[src/hw/rtl/wtm_pkg.sv]
// ----------------------------------------------------------------------------
// wtm_pkg
// Shared types and constants for the windowed trimmed-mean filter.
// ----------------------------------------------------------------------------
package wtm_pkg;

  // Item field widths
  localparam int REGION_W   = 4;
  localparam int VALUE_BITS = 16;
  localparam int NLANE      = 4;
  localparam int IN_DATA_W  = 72;
  localparam int OUT_DATA_W = 72;
  localparam int DC_W       = $clog2(VALUE_BITS);

  // Configuration registers
  localparam int FILTER_MODE_W  = 2;
  localparam int WINDOW_COUNT_W = 4;
  localparam int REGION_COUNT_W = 5;
  localparam int CFG_IDX_W      = 2;
  localparam int CFG_DATA_W     = 5;

  localparam logic [CFG_IDX_W-1:0] REG_FILTER_MODE  = 2'd0;
  localparam logic [CFG_IDX_W-1:0] REG_WINDOW_COUNT = 2'd1;
  localparam logic [CFG_IDX_W-1:0] REG_REGION_COUNT = 2'd2;

  localparam logic [FILTER_MODE_W-1:0]  FILTER_MODE_RST  = 2'd0;
  localparam logic [WINDOW_COUNT_W-1:0] WINDOW_COUNT_RST = 4'd8;
  localparam logic [REGION_COUNT_W-1:0] REGION_COUNT_RST = 5'd16;

  localparam logic [FILTER_MODE_W-1:0] MODE_LATEST = 2'd0;

  typedef logic [VALUE_BITS-1:0] value_t;
  typedef value_t [NLANE-1:0]    quad_t;

  // How the merge stage builds a result
  typedef enum logic [1:0] {
    SEL_PASS,   // latest values of the item
    SEL_ZERO,   // region outside the frame
    SEL_ERR,    // trimmed mean over too few slots
    SEL_DIV     // lane quotients
  } sel_t;

  // Sequencer to lane control
  typedef struct packed {
    logic wr_en;
    logic rd_en;
    logic clr;
    logic acc;
    logic live;
    logic trim;
    logic div_start;
    logic div_step;
  } lane_ctrl_t;

endpackage

[src/hw/rtl/wtm_merge.sv]
// ----------------------------------------------------------------------------
// wtm_merge
// Combines the lane results into one result item and holds it for output.
// ----------------------------------------------------------------------------
module wtm_merge import wtm_pkg::*; (
  input  logic                  clk,
  input  logic                  rst,
  input  logic                  load,
  input  sel_t                  sel,
  input  logic [REGION_W-1:0]   region,
  input  quad_t                 latest,
  input  quad_t                 quot,
  output logic                  can_load,
  output logic                  m_tvalid,
  input  logic                  m_tready,
  output logic [OUT_DATA_W-1:0] m_tdata,
  output logic [0:0]            m_tuser
);

  quad_t vals;
  logic  err;

  always_comb begin
    unique case (sel)
      SEL_PASS: begin
        vals = latest;
        err  = 1'b0;
      end
      SEL_ZERO: begin
        vals = '0;
        err  = 1'b0;
      end
      SEL_ERR: begin
        vals = '0;
        err  = 1'b1;
      end
      SEL_DIV: begin
        vals = quot;
        err  = 1'b0;
      end
      default: begin
        vals = '0;
        err  = 1'b0;
      end
    endcase
  end

  assign can_load = !m_tvalid || m_tready;

  always_ff @(posedge clk) begin
    if (rst) begin
      m_tvalid <= 1'b0;
    end else if (load) begin
      m_tvalid <= 1'b1;
    end else if (m_tready) begin
      m_tvalid <= 1'b0;
    end
  end

  always_ff @(posedge clk) begin
    if (load) begin
      m_tdata <= OUT_DATA_W'({vals, region});
      m_tuser <= err;
    end
  end

endmodule

[config.mk]
export PLATFORM = sky130hd
export DESIGN_NAME = wtm_merge
export DESIGN_NICKNAME = d
export VERILOG_FILES = /design/src/hw/rtl/wtm_pkg.sv /design/src/hw/rtl/wtm_merge.sv
export SDC_FILE = /design/constraint.sdc
export NUM_CORES = 1
export LEC_CHECK = 0
export BUFFER_PORTS_ARGS = -buffer_cell sky130_fd_sc_hd__clkbuf_2
export CELL_PAD_IN_SITES_DETAIL_PLACEMENT = 0
export CELL_PAD_IN_SITES_GLOBAL_PLACEMENT = 1
export CORE_AREA = 2 2 101 103
export DETAILED_ROUTE_END_ITERATION = 12
export DIE_AREA = 0 0 103 105
export GPL_TIMING_DRIVEN = 0
export PLACE_DENSITY_LB_ADDON = 0.1
export SLEW_MARGIN = 10
export SYNTH_ARGS = -nofsm -noshare
export SYNTH_HDL_FRONTEND = slang
export SYNTH_SLANG_ARGS = --single-unit
[constraint.sdc]
create_clock -name clk -period 1.85 [get_ports clk]
set_clock_uncertainty 0.2 [all_clocks]
set_input_delay 0.37 -clock clk [delete_from_list [all_inputs] [get_ports clk]]
set_output_delay 0.37 -clock clk [all_outputs]
set_load 0.01 [all_outputs]
; After elaboration in Yosys (flattened, before gate mapping)
; Cells that the tools add are included.
[word_totals]
word_cells = 16
input_bits = 138
ff_bits = 70
output_inout_bits = 75
[classes]
reduce_logical = 6
muxes = 4
n_eq_ne = 3
[op_table]
columns = operator, n
row1 = $pmux 64 s3, 1
row2 = $eq 2x2->1 const B, 2
row3 = $reduce_or 3->1, 1
row4 = $eq 2x1->1 const B, 1
row5 = $logic_not 2->1, 1
row6 = $mux 1, 2
row7 = $pmux 1 s2, 1
row8 = $reduce_bool 2->1, 1
row9 = $reduce_or 2->1, 1
row10 = $logic_not 1->1, 1
row11 = $logic_or 1x1->1, 1

; Longest topological paths before layout
[logic_depth]
word_depth = 3
ltp_mapped = 4
ltp_nobuf = 2

; Worst setup path before layout
; No wires, ideal clock.
[synth_path]
path_type = input to register
start = input port sel[0]
end = register m_tdata[10], data pin
arrival_ns = 0.983
path_buffers = 2
setup_time_ns = 0.256
path_stages = 4
slack_ns = 0.411
t_required_ns = 1.394
path_cell_list = and2_4 buf_12 buf_8 a22o_1
[synth_rtl]
columns = item, line_no
row1 = start: declaration, wtm_merge.sv:9  ; input sel_t sel,
row2 = end signal: assignment, wtm_merge.sv:62  ; m_tdata <= OUT_DATA_W'({vals, region});
row3 = end: declaration, wtm_merge.sv:16  ; output logic [OUT_DATA_W-1:0] m_tdata,

; Final worst setup path
[layout_path]
start = register m_tvalid
end = output port can_load
[layout_between]
elab_chain_cells = 2
[layout_rtl]
columns = item, line_no
row1 = start: declaration, wtm_merge.sv:14  ; output logic m_tvalid,
row2 = start signal: assignment, wtm_merge.sv:52  ; m_tvalid <= 1'b0;
row3 = start signal: assignment, wtm_merge.sv:54  ; m_tvalid <= 1'b1;
row4 = start signal: assignment, wtm_merge.sv:56  ; m_tvalid <= 1'b0;
row5 = $logic_not 1->1, wtm_merge.sv:48  ; assign can_load = !m_tvalid || m_tready;
row6 = $logic_or 1x1->1, wtm_merge.sv:48
row7 = end: declaration, wtm_merge.sv:13  ; output logic can_load,
; Every way passes these cells.

==> results.json <==
{
  "global_route.overflow_total": 0,
  "ctsLongestPathBuffers": 2,
  "wl_mm": 7.755,
  "holdBufCountCts": 5,
  "final-setup-viol-count": 0,
  "drive_above_1_share_pct": 61.89,
  "post_synth_num_cell_types": 14,
  "cts_root_buf": "clkbuf_8",
  "crit_type": "flip-flop to primary output",
  "power_dens_cells_mw_per_mm2": 820.8,
  "power_total_mw": 3.541,
  "route.detailed.vias_per_inst": 4.336,
  "postPlaceCellArea_mm2": 0.004106,
  "postSynthCellCount": 158,
  "post_cts_resized": 0,
  "synth_warnings": 0,
  "wire_length_of_the_first_global_routing_pass_mm": 11.16,
  "seq_area_frac_synth_pct": 73.01,
  "worst-endpoint-arrival_ps": 870,
  "cpMaxStageDelayCell": "dfxtp_1",
  "synth.ff_latch_count": 70,
  "timing_max_transition_violations_final": 0,
  "place.detailed.instances": 503,
  "vias": 2272,
  "max_freq_mhz": 696.1,
  "cts_num_sinks": 70,
  "initial_utilization_pct": 29.72,
  "final_antenna_net_count": 0,
  "detailedRoute.firstIterationViolations": 60,
  "layout.cells.most_common_list": "clkbuf_2, edfxtp_1, a22o_1, clkbuf_8",
  "vdd_ir_max_uv": 322.1,
  "place.gp.congestion": 0.7700,
  "placement.io_buffers": 208,
  "overall_die_area_mm2": 0.01082,
  "io_pins": 213,
  "antenna_found_initial": 0,
  "fin_setup_tns_ps": 0,
  "first_pass_iters": 4,
  "core_mm2": 0.009639,
  "cp-start-kind": "flip-flop",
  "total_leakage_power_nw": 2.026,
  "die_h_um": 105,
  "worstPathMaxFanout": 2,
  "area.growth.synth_to_final_pct": 50.57,
  "antenna-diode-count": 0,
  "grt_max_degree": 40,
  "syn_area_mm2": 0.002865,
  "crit_required_ps": 1280,
  "cts_setup_buffers": 0,
  "worst_setup_hold_path_clk_slew_ps": 70,
  "grtUsageTotal_pct": 13.84,
  "maximum_cell_stage_delay_along_the_critical_path_ps": 330,
  "rsz_0062_raised_after_global_routing": "false",
  "drc": 0,
  "cts_htree_levels": 3,
  "synth.avg_cell_area_um2": 18.13,
  "run_status": "complete, no violations",
  "numCtsBuffers": 9,
  "nets_finish": 524,
  "timing.hold.worst.class": "primary input to flip-flop",
  "drt-wirelength-per-cell_um": 14.80,
  "grt_pass1_vias": 2185,
  "worst-path-buf-inv": 1,
  "dp_hpwl_mm": 6.043,
  "min_period_ps": 1437,
  "setup.reg_to_reg.worst_slack_ps": 1050,
  "endpoint_kind": "primary output",
  "chipWidth_um": 103,
  "crit_chain": "nand2b_1, clkbuf_2",
  "placement_rows": 36,
  "finalHoldViolations": 0,
  "worst_skew_pair.late_latency_ps": 330,
  "cts_tree": "built",
  "stdcell_area_mm2": 0.004314,
  "final_cell_count_no_fill": 524,
  "cap_violations": 0,
  "cpLargestDelayFamily": "flip-flops",
  "layout.cells.most_common": "clkbuf_2",
  "post-route-period-util_pct": 77.65
}
## area by class of cell
class,count,area (um^2)
plain buffers,17,170.2
clock buffers,11,131.4
clock inverters,5,26.28
fillers,979,5325
inverters,1,3.754
multi-input cells,73,610.6
flip-flops and latches,70,2092
well taps,133,166.4
repair buffers,214,1114
## worst reg2reg max path: stages (launching register included)
cell	delay [ps]
dfxtp_1	330
nand2b_1	70
a21oi_1	130
## power breakdown
part	switching [mW]	leakage [nW]	total [mW]	internal [mW]
logic	0.276	1.27	0.577	0.302
clock network	0.557	0.0805	1.03	0.476
registers	0.0329	0.673	1.93	1.90
total	0.865	2.03	3.54	2.68
## sequential cells by signal, summed over array words and instances (netlist names)
register  flops
m_tvalid      1
m_tdata      68
m_tuser       1
## per-layer routing
metal	GRT usage (%)	routed length [um]	part of all wire, %	vias to the layer above
met4	4.605	104	1.3	0
met1	15.67	3032	39	1023
li1	-	-	-	1111
met2	23.01	3808	49	128
met5	0	0	0	-
met3	6.154	809	10	10
## cell families after synthesis
group / count (synthesis) / synth area share [%]
AO/OA/AOI/OAI: 65 / 19.74
buffers and inverters: 18 / 6.070
flip-flops: 70 / 73.01
other: 1 / 0.1309
AND/OR/NAND/NOR: 4 / 1.048
## per-stage QoR
stage                     setup WS, ps  hold slack [ps]  utilization, %
after floorplan                  410.6            239.1               -
after global placement          -458.9            276.6           42.37
after detailed placement         131.6            288.9           42.60
after CTS                        385.6            95.84           44.76
after global routing             340.9            94.94           44.76
final                            413.4            117.3           44.76
## synthesized netlist by cell type
cell | number | share of area (%)
edfxtp_1 | 69 | 72
a22o_1 | 64 | 20
buf_2 | 6 | 1.0
buf_8 | 6 | 3.1
buf_4 | 4 | 1.0
a21oi_1 | 1 | 0.17
and2_4 | 1 | 0.31
and2b_2 | 1 | 0.31
buf_12 | 1 | 0.70
conb_1 | 1 | 0.13
dfxtp_1 | 1 | 0.70
inv_1 | 1 | 0.13
nand2b_1 | 1 | 0.22
nor2_2 | 1 | 0.22
## final timing paths
kind | from | endpoint | cells past startpoint
min | latest[60] | m_tdata[64] | 2
max | m_tvalid | can_load | 2
min reg2reg | m_tvalid | m_tvalid | 2
max reg2reg | m_tvalid | m_tvalid | 2
Power figures use the tool's default switching activity.
