File: config.mk
export PLATFORM = sky130hd
export DESIGN_NAME = wtm_lane
export DESIGN_NICKNAME = d
export VERILOG_FILES = /design/src/hw/rtl/wtm_pkg.sv /design/src/hw/rtl/wtm_lane.sv
export SDC_FILE = /design/constraint.sdc
export NUM_CORES = 2
export LEC_CHECK = 0
export BUFFER_PORTS_ARGS = -buffer_cell sky130_fd_sc_hd__buf_4
export CAP_MARGIN = 20
export CORE_ASPECT_RATIO = 1.5
export CORE_UTILIZATION = 55
export CTS_CLUSTER_SIZE = 40
export DETAILED_ROUTE_END_ITERATION = 10
export PLACE_DENSITY = 0.76
export SYNTH_ARGS = -nofsm -noshare
export SYNTH_HDL_FRONTEND = slang
export SYNTH_SLANG_ARGS = --single-unit
File: constraint.sdc
create_clock -name clk -period 4.1 [get_ports clk]
set_clock_uncertainty 0.2 [all_clocks]
set_input_delay 0.82 -clock clk [delete_from_list [all_inputs] [get_ports clk]]
set_output_delay 0.82 -clock clk [all_outputs]
set_load 0.03 [all_outputs]
File: src/hw/rtl/wtm_pkg.sv
// ----------------------------------------------------------------------------
// wtm_pkg
// Shared types and constants for the windowed trimmed-mean filter.
// ----------------------------------------------------------------------------
package wtm_pkg;

  // Item field widths
  localparam int REGION_W   = 4;
  localparam int VALUE_BITS = 16;
  localparam int NLANE      = 4;
  localparam int IN_DATA_W  = 72;
  localparam int OUT_DATA_W = 72;
  localparam int DC_W       = $clog2(VALUE_BITS);

  // Configuration registers
  localparam int FILTER_MODE_W  = 2;
  localparam int WINDOW_COUNT_W = 4;
  localparam int REGION_COUNT_W = 5;
  localparam int CFG_IDX_W      = 2;
  localparam int CFG_DATA_W     = 5;

  localparam logic [CFG_IDX_W-1:0] REG_FILTER_MODE  = 2'd0;
  localparam logic [CFG_IDX_W-1:0] REG_WINDOW_COUNT = 2'd1;
  localparam logic [CFG_IDX_W-1:0] REG_REGION_COUNT = 2'd2;

  localparam logic [FILTER_MODE_W-1:0]  FILTER_MODE_RST  = 2'd0;
  localparam logic [WINDOW_COUNT_W-1:0] WINDOW_COUNT_RST = 4'd8;
  localparam logic [REGION_COUNT_W-1:0] REGION_COUNT_RST = 5'd16;

  localparam logic [FILTER_MODE_W-1:0] MODE_LATEST = 2'd0;

  typedef logic [VALUE_BITS-1:0] value_t;
  typedef value_t [NLANE-1:0]    quad_t;

  // How the merge stage builds a result
  typedef enum logic [1:0] {
    SEL_PASS,   // latest values of the item
    SEL_ZERO,   // region outside the frame
    SEL_ERR,    // trimmed mean over too few slots
    SEL_DIV     // lane quotients
  } sel_t;

  // Sequencer to lane control
  typedef struct packed {
    logic wr_en;
    logic rd_en;
    logic clr;
    logic acc;
    logic live;
    logic trim;
    logic div_start;
    logic div_step;
  } lane_ctrl_t;

endpackage

File: src/hw/rtl/wtm_lane.sv
// ----------------------------------------------------------------------------
// wtm_lane
// One value lane: ring storage, sum/min/max walk and restoring divider.
// ----------------------------------------------------------------------------
module wtm_lane import wtm_pkg::*; #(
  parameter int DEPTH = 128,
  parameter int AD_W  = 7,
  parameter int WC_W  = 4
) (
  input  logic             clk,
  input  lane_ctrl_t       ctrl,
  input  logic [AD_W-1:0]  wr_addr,
  input  value_t           wr_data,
  input  logic [AD_W-1:0]  rd_addr,
  input  logic [WC_W-1:0]  divisor,
  output value_t           quotient
);

  localparam int SUM_W = VALUE_BITS + WC_W;

  value_t             mem [DEPTH];
  value_t             rd_data;
  logic [SUM_W-1:0]   sum;
  value_t             mn;
  value_t             mx;
  logic [SUM_W-1:0]   rem;
  value_t             shq;

  value_t             v;
  logic [SUM_W-1:0]   num;
  logic [SUM_W:0]     trial;
  logic               ge;

  always_ff @(posedge clk) begin
    if (ctrl.wr_en) begin
      mem[wr_addr] <= wr_data;
    end
    if (ctrl.rd_en) begin
      rd_data <= mem[rd_addr];
    end
  end

  // slots never written since the last clear read as zero
  assign v   = ctrl.live ? rd_data : '0;
  assign num = ctrl.trim ? (sum - SUM_W'(mn) - SUM_W'(mx)) : sum;

  assign trial = {rem, shq[VALUE_BITS-1]};
  assign ge    = (trial >= (SUM_W+1)'(divisor));

  always_ff @(posedge clk) begin
    if (ctrl.clr) begin
      sum <= '0;
      mn  <= '1;
      mx  <= '0;
    end else if (ctrl.acc) begin
      sum <= sum + SUM_W'(v);
      if (v < mn) mn <= v;
      if (v > mx) mx <= v;
    end

    // quotient fits VALUE_BITS, so the top bits of num start as remainder
    if (ctrl.div_start) begin
      rem <= num >> VALUE_BITS;
      shq <= num[VALUE_BITS-1:0];
    end else if (ctrl.div_step) begin
      rem <= ge ? SUM_W'(trial - (SUM_W+1)'(divisor)) : SUM_W'(trial);
      shq <= {shq[VALUE_BITS-2:0], ge};
    end
  end

  assign quotient = shq;

endmodule

# Yosys cells after proc, flatten, opt, wreduce, memory -nomap -nowiden
# Memory sizes are Yosys's and may differ from the RTL's. A register that Yosys moved wholly into a read port is not among the register bits.
# Cells that the tools add are included.
# word_totals
wordCells	26
rom_bits	0
ramBits	2048
out_inout_bits	16
latchBits	0
in_bits	43
n_memories	1
ff_bits	88
# classes
n_reduce_logical	3
multipliers	0
shift	0
div	0
magnitude_cmp	3
mux	9
add_sub_neg	4
eq_ne	0
bitwise	0
# mem_list
name	depth	word_bits	rd	rd_clocked_by_memory_dff	write_ports	line	source
mem	128	16	1	1	1	wtm_lane.sv:21	value_t mem [DEPTH];
# ops
operator	n
$mux W16	3
$mux W20	2
$sub A20 B16 Y20	2
$ge A21 B4 Y1	1
$add A20 B16 Y20	1
$sub A20 B4 Y20	1
$gt A16 B16 Y1	1
$lt A16 B16 Y1	1
$mux W4	2
$reduce_and A2 Y1	2
$mux W1	2
$reduce_bool A2 Y1	1

# Logic depth before layout (Yosys ltp)
# depth
depth_word	4
ltp_mapped	12
ltp_nobuf	12

# Least setup slack after synthesis
# OpenSTA, ideal clock, no wires.
# synth_path
path_kind	input to register
startpoint	input rd_addr[2]
endpoint	register rd_data[10], read port of mem (data pin)
setup_ns	0.263
stages	8
path_buffers	3
path_slack_ns	0.621
t_arrival_ns	3.016
t_required_ns	3.637
cell_sequence	clkbuf_1 -> buf_2 -> buf_1 -> mux4_2 -> a2111oi_0 -> a31oi_1 -> o21ai_0 -> nand3_1
# synth_rtl
element	line	source
from (decl)	wtm_lane.sv:14	input logic [AD_W-1:0] rd_addr,
to (decl)	wtm_lane.sv:22	value_t rd_data;

# Final worst setup path
# layout_path
startpoint	register mn[2]
endpoint	register shq[12] (netlist: quotient[12]) (data pin)
# layout_via
elab_chain_len	4
# layout_rtl
element	line	source
from (decl)	wtm_lane.sv:24	value_t mn;
from (signal assigned)	wtm_lane.sv:57	if (v < mn) mn <= v;
$sub A20 B16 Y20 (2 in a row)	wtm_lane.sv:45	assign num = ctrl.trim ? (sum - SUM_W'(mn) - SUM_W'(mx)) : sum;
$mux W20	wtm_lane.sv:45	
$mux W16	wtm_lane.sv:62	if (ctrl.div_start) begin
to (signal assigned)	wtm_lane.sv:64	shq <= num[VALUE_BITS-1:0];
to (signal assigned)	wtm_lane.sv:67	shq <= {shq[VALUE_BITS-2:0], ge};
to (decl)	wtm_lane.sv:27	value_t shq;
# Every way passes these cells.
# A chain may end at the register's enable or synchronous reset.

==> impl_metrics.py <==
metrics = {
    "die": {
        "fp.coreArea_mm2": 0.1550,
        "start_util_pct": 55.33,
        "dieArea_mm2": 0.1576,
        "die_h_um": 485.7,
        "ioPinCount": 59,
        "die_w_um": 324.4,
        "rows": 177,
    },
    "critical_path": {
        "critPathKind": "flip-flop to flip-flop",
        "cp-start-kind": "flip-flop",
        "worstPathMaxFanout": 5,
        "critPathCaptureType": "flip-flop",
        "arrival_ns": 4.06,
        "cp.required_ns": 4.45,
        "cp-startpoint": "mn[2]",
        "timing.rr.start": "mn[2]",
    },
    "sta": {
        "hold_viol_final": 0,
        "min_period_ns": 3.709,
        "setup_ws_ns": 0.3906,
        "whs_ns": 0.2124,
        "setup_viol": 0,
        "max_freq_ghz": 0.2696,
        "slew_headroom_pct": 20.42,
        "finalCritPeriodShare_pct": 90.47,
        "rsz0062_at_grt": "false",
        "maxSlewViolCount": 0,
        "worst_pin_slew_ns": 1.164,
    },
    "routing": {
        "drt_iter0_markers": 5267,
        "vias_per_cell": 6.395,
        "drt_wl_total_um": 212900,
        "post_drt_wl_per_cell_um": 30.18,
        "ant_nets": 0,
        "first_pass_iters": 5,
        "dr_total_vias": 45120,
        "post-route-drc-count": 0,
    },
    "grt": {
        "antenna_found_initial": 7,
        "grt_usage_pct": 27.20,
        "grt_pass1_wl_um": 309700,
        "grt_max_degree": 129,
        "grt_overflow": 0,
        "grt_pass1_vias": 45890,
    },
    "yosys": {
        "synth_nets": 4598,
        "yosys.area.top_type": "edfxtp_1",
        "ys_seq_elements": 2152,
        "avgSynthCellArea_um2": 19.20,
        "ys_seq_area_share_pct": 74.55,
        "synth_top_area_share_pct": 72.96,
        "ys.flop_type": "edfxtp_1",
        "synth.distinct_cells": 68,
        "netlist_area_mm2": 0.08577,
        "async_flop_share_pct": 0,
        "synth_edf_count": 2084,
        "synthTopCellsByArea": "edfxtp_1, mux4_2, mux2i_1",
        "ys_warn_count": 0,
        "syn_inst": 4467,
    },
    "clock_network": {
        "cts_hold_buffers": 0,
        "root_buffer": "clkbuf_16",
        "cts_buffer_depth": 3,
        "cts.clk_slew.worst_paths_ns": 0.07,
        "clock_sinks": 2152,
        "clock_latency_ns": 0.84,
        "postCtsSetupBuffers": 0,
        "cts-resized-gates": 0,
        "cts_tree": "built",
        "htreeDepth": 4,
        "numCtsBuffers": 184,
    },
    "worst_hold_path": {
        "min_path_type": "input port to flip-flop",
        "min_from": "ctrl[6]",
    },
    "power_and_ir_drop": {
        "leakage_nw": 32.36,
        "irDropWorstVdd_mv": 0.4656,
        "power_density_mw_per_mm2": 471.0,
    },
    "placement": {
        "dpl.cell_count": 6711,
        "place_congestion": 0.9164,
        "dp_hpwl_um": 134400,
        "preCtsSetupSlack_ns": -0.1844,
        "portBuffers": 58,
    },
    "outcome": {
        "outcome": "finished clean",
    },
    "final_layout": {
        "area_delta_synth_final_pct": 13.37,
        "layout.filler_cells": 10370,
        "layout-drive-gt1-share_pct": 22.25,
        "multi_input_area_mm2": 0.02068,
        "instances_no_fill": 7055,
        "fin_nets": 4971,
        "regArea_mm2": 0.06394,
        "fin_util_pct": 62.72,
    },
    "job": {
        "max_cap_viol_count": 0,
    },
}
-- final timing paths --
check | end | depth (start not counted) | slack (ns)
max | quotient[12] | 11 | 0.39
min | rd_data[7] | 1 | 0.21
max reg2reg | quotient[12] | 11 | 0.39
min reg2reg | mx[2] | 2 | 0.26
-- stage by stage --
stage          TNS [ns]  area (µm²)  power, W
6_report              0       97230   0.04580
5_1_grt               0       97230   0.04694
4_1_cts               0       97210   0.04594
3_5_place_dp    -0.3298       91100   0.02857
3_3_place_gp     -2.326       91070   0.02848
2_1_floorplan         0       85770   0.02703
-- flip-flops by register name, summed over array words and instances (netlist names) --
register,count
mem,2048
mn,16
mx,16
quotient,16
rd_data,16
rem,20
sum,20
-- logic make-up (layout without fill, tap and decap cells) --
family                     after synthesis  after routing  share of synthesized area, %
DFF                                   2152           2152                         74.55
muxes                                  819            819                         15.32
and+or+nand+nor                        636            636                         3.424
AOI/OAI and AO/OA                      439            439                         3.478
buffers and inverters                  296            823                         1.406
adders and majority gates               88             88                         1.441
xor gates and xnor gates                37             37                        0.3778
other                                    0              3                             0
-- cell usage after synthesis, drive strengths merged, types with 25 or more instances --
cell / instances
nor2: 304
xnor2: 28
ha: 70
clkbuf: 115
a21oi: 63
edfxtp: 2084
nor2b: 54
o21ai: 39
nand2: 97
dfxtp: 68
nor3: 32
inv: 65
a2111oi: 32
nand3: 48
buf: 115
o22ai: 125
mux4: 395
mux2i: 421
a31oi: 25
a211oi: 36
-- final cells by class --
cell class                 instances  share of cell area [%]
antenna                            3                0.007721
clock buffer                     218                   4.973
clock inverter                   122                   1.310
inverter                          65                  0.2509
multi-input combinational       2019                   21.27
sequential                      2152                   65.76
tap                             2058                   2.648
timing repair buffer             418                   3.779
-- routing by layer --
layer / GRT usage [%] / wire (µm) / vias to the layer above
li1: - / - / 18940
met1: 32.71 / 73080 / 23300
met2: 46.59 / 109300 / 2342
met3: 4.703 / 17590 / 529
met4: 15.23 / 12900 / 8
met5: 0 / 46 / -
-- cells in the final DEF (no fill, tap or decap), drive strengths merged, types with 25 or more instances in the layout --
cell type / Yosys / layout
mux4: 395 / 395
a21oi: 63 / 63
nand3: 48 / 48
a2111oi: 32 / 32
inv: 65 / 74
nor2b: 54 / 54
nor3: 32 / 32
ha: 70 / 70
nand2: 97 / 97
nor2: 304 / 304
o21ai: 39 / 39
a211oi: 36 / 36
clkinv: 0 / 85
dfxtp: 68 / 68
clkbuf: 115 / 218
xnor2: 28 / 28
o22ai: 125 / 125
mux2i: 421 / 421
a31oi: 25 / 25
edfxtp: 2084 / 2084
buf: 115 / 417
-- report_power, final --
| group | switching, W | total [W] | leakage [nW] | internal (W) |
|---|---|---|---|---|
| combinational | 0.00227 | 0.00368 | 10.0 | 0.00142 |
| sequential | 0.000135 | 0.0245 | 19.3 | 0.0243 |
| clock | 0.00785 | 0.0177 | 2.98 | 0.00981 |
| total | 0.0103 | 0.0458 | 32.4 | 0.0355 |
-- worst max-delay path, cell delays in order (launching register included) --
cell,delay [ns]
dfxtp_1,0.33
inv_1,0.07
fa_1,0.46
ha_1,0.37
a21o_1,0.19
a21oi_1,0.12
o41ai_1,0.37
buf_4,0.23
a211oi_1,0.10
or3b_2,0.49
a31oi_1,0.39
a21oi_1,0.12
No activity file was read; power rests on OpenSTA's default activity.
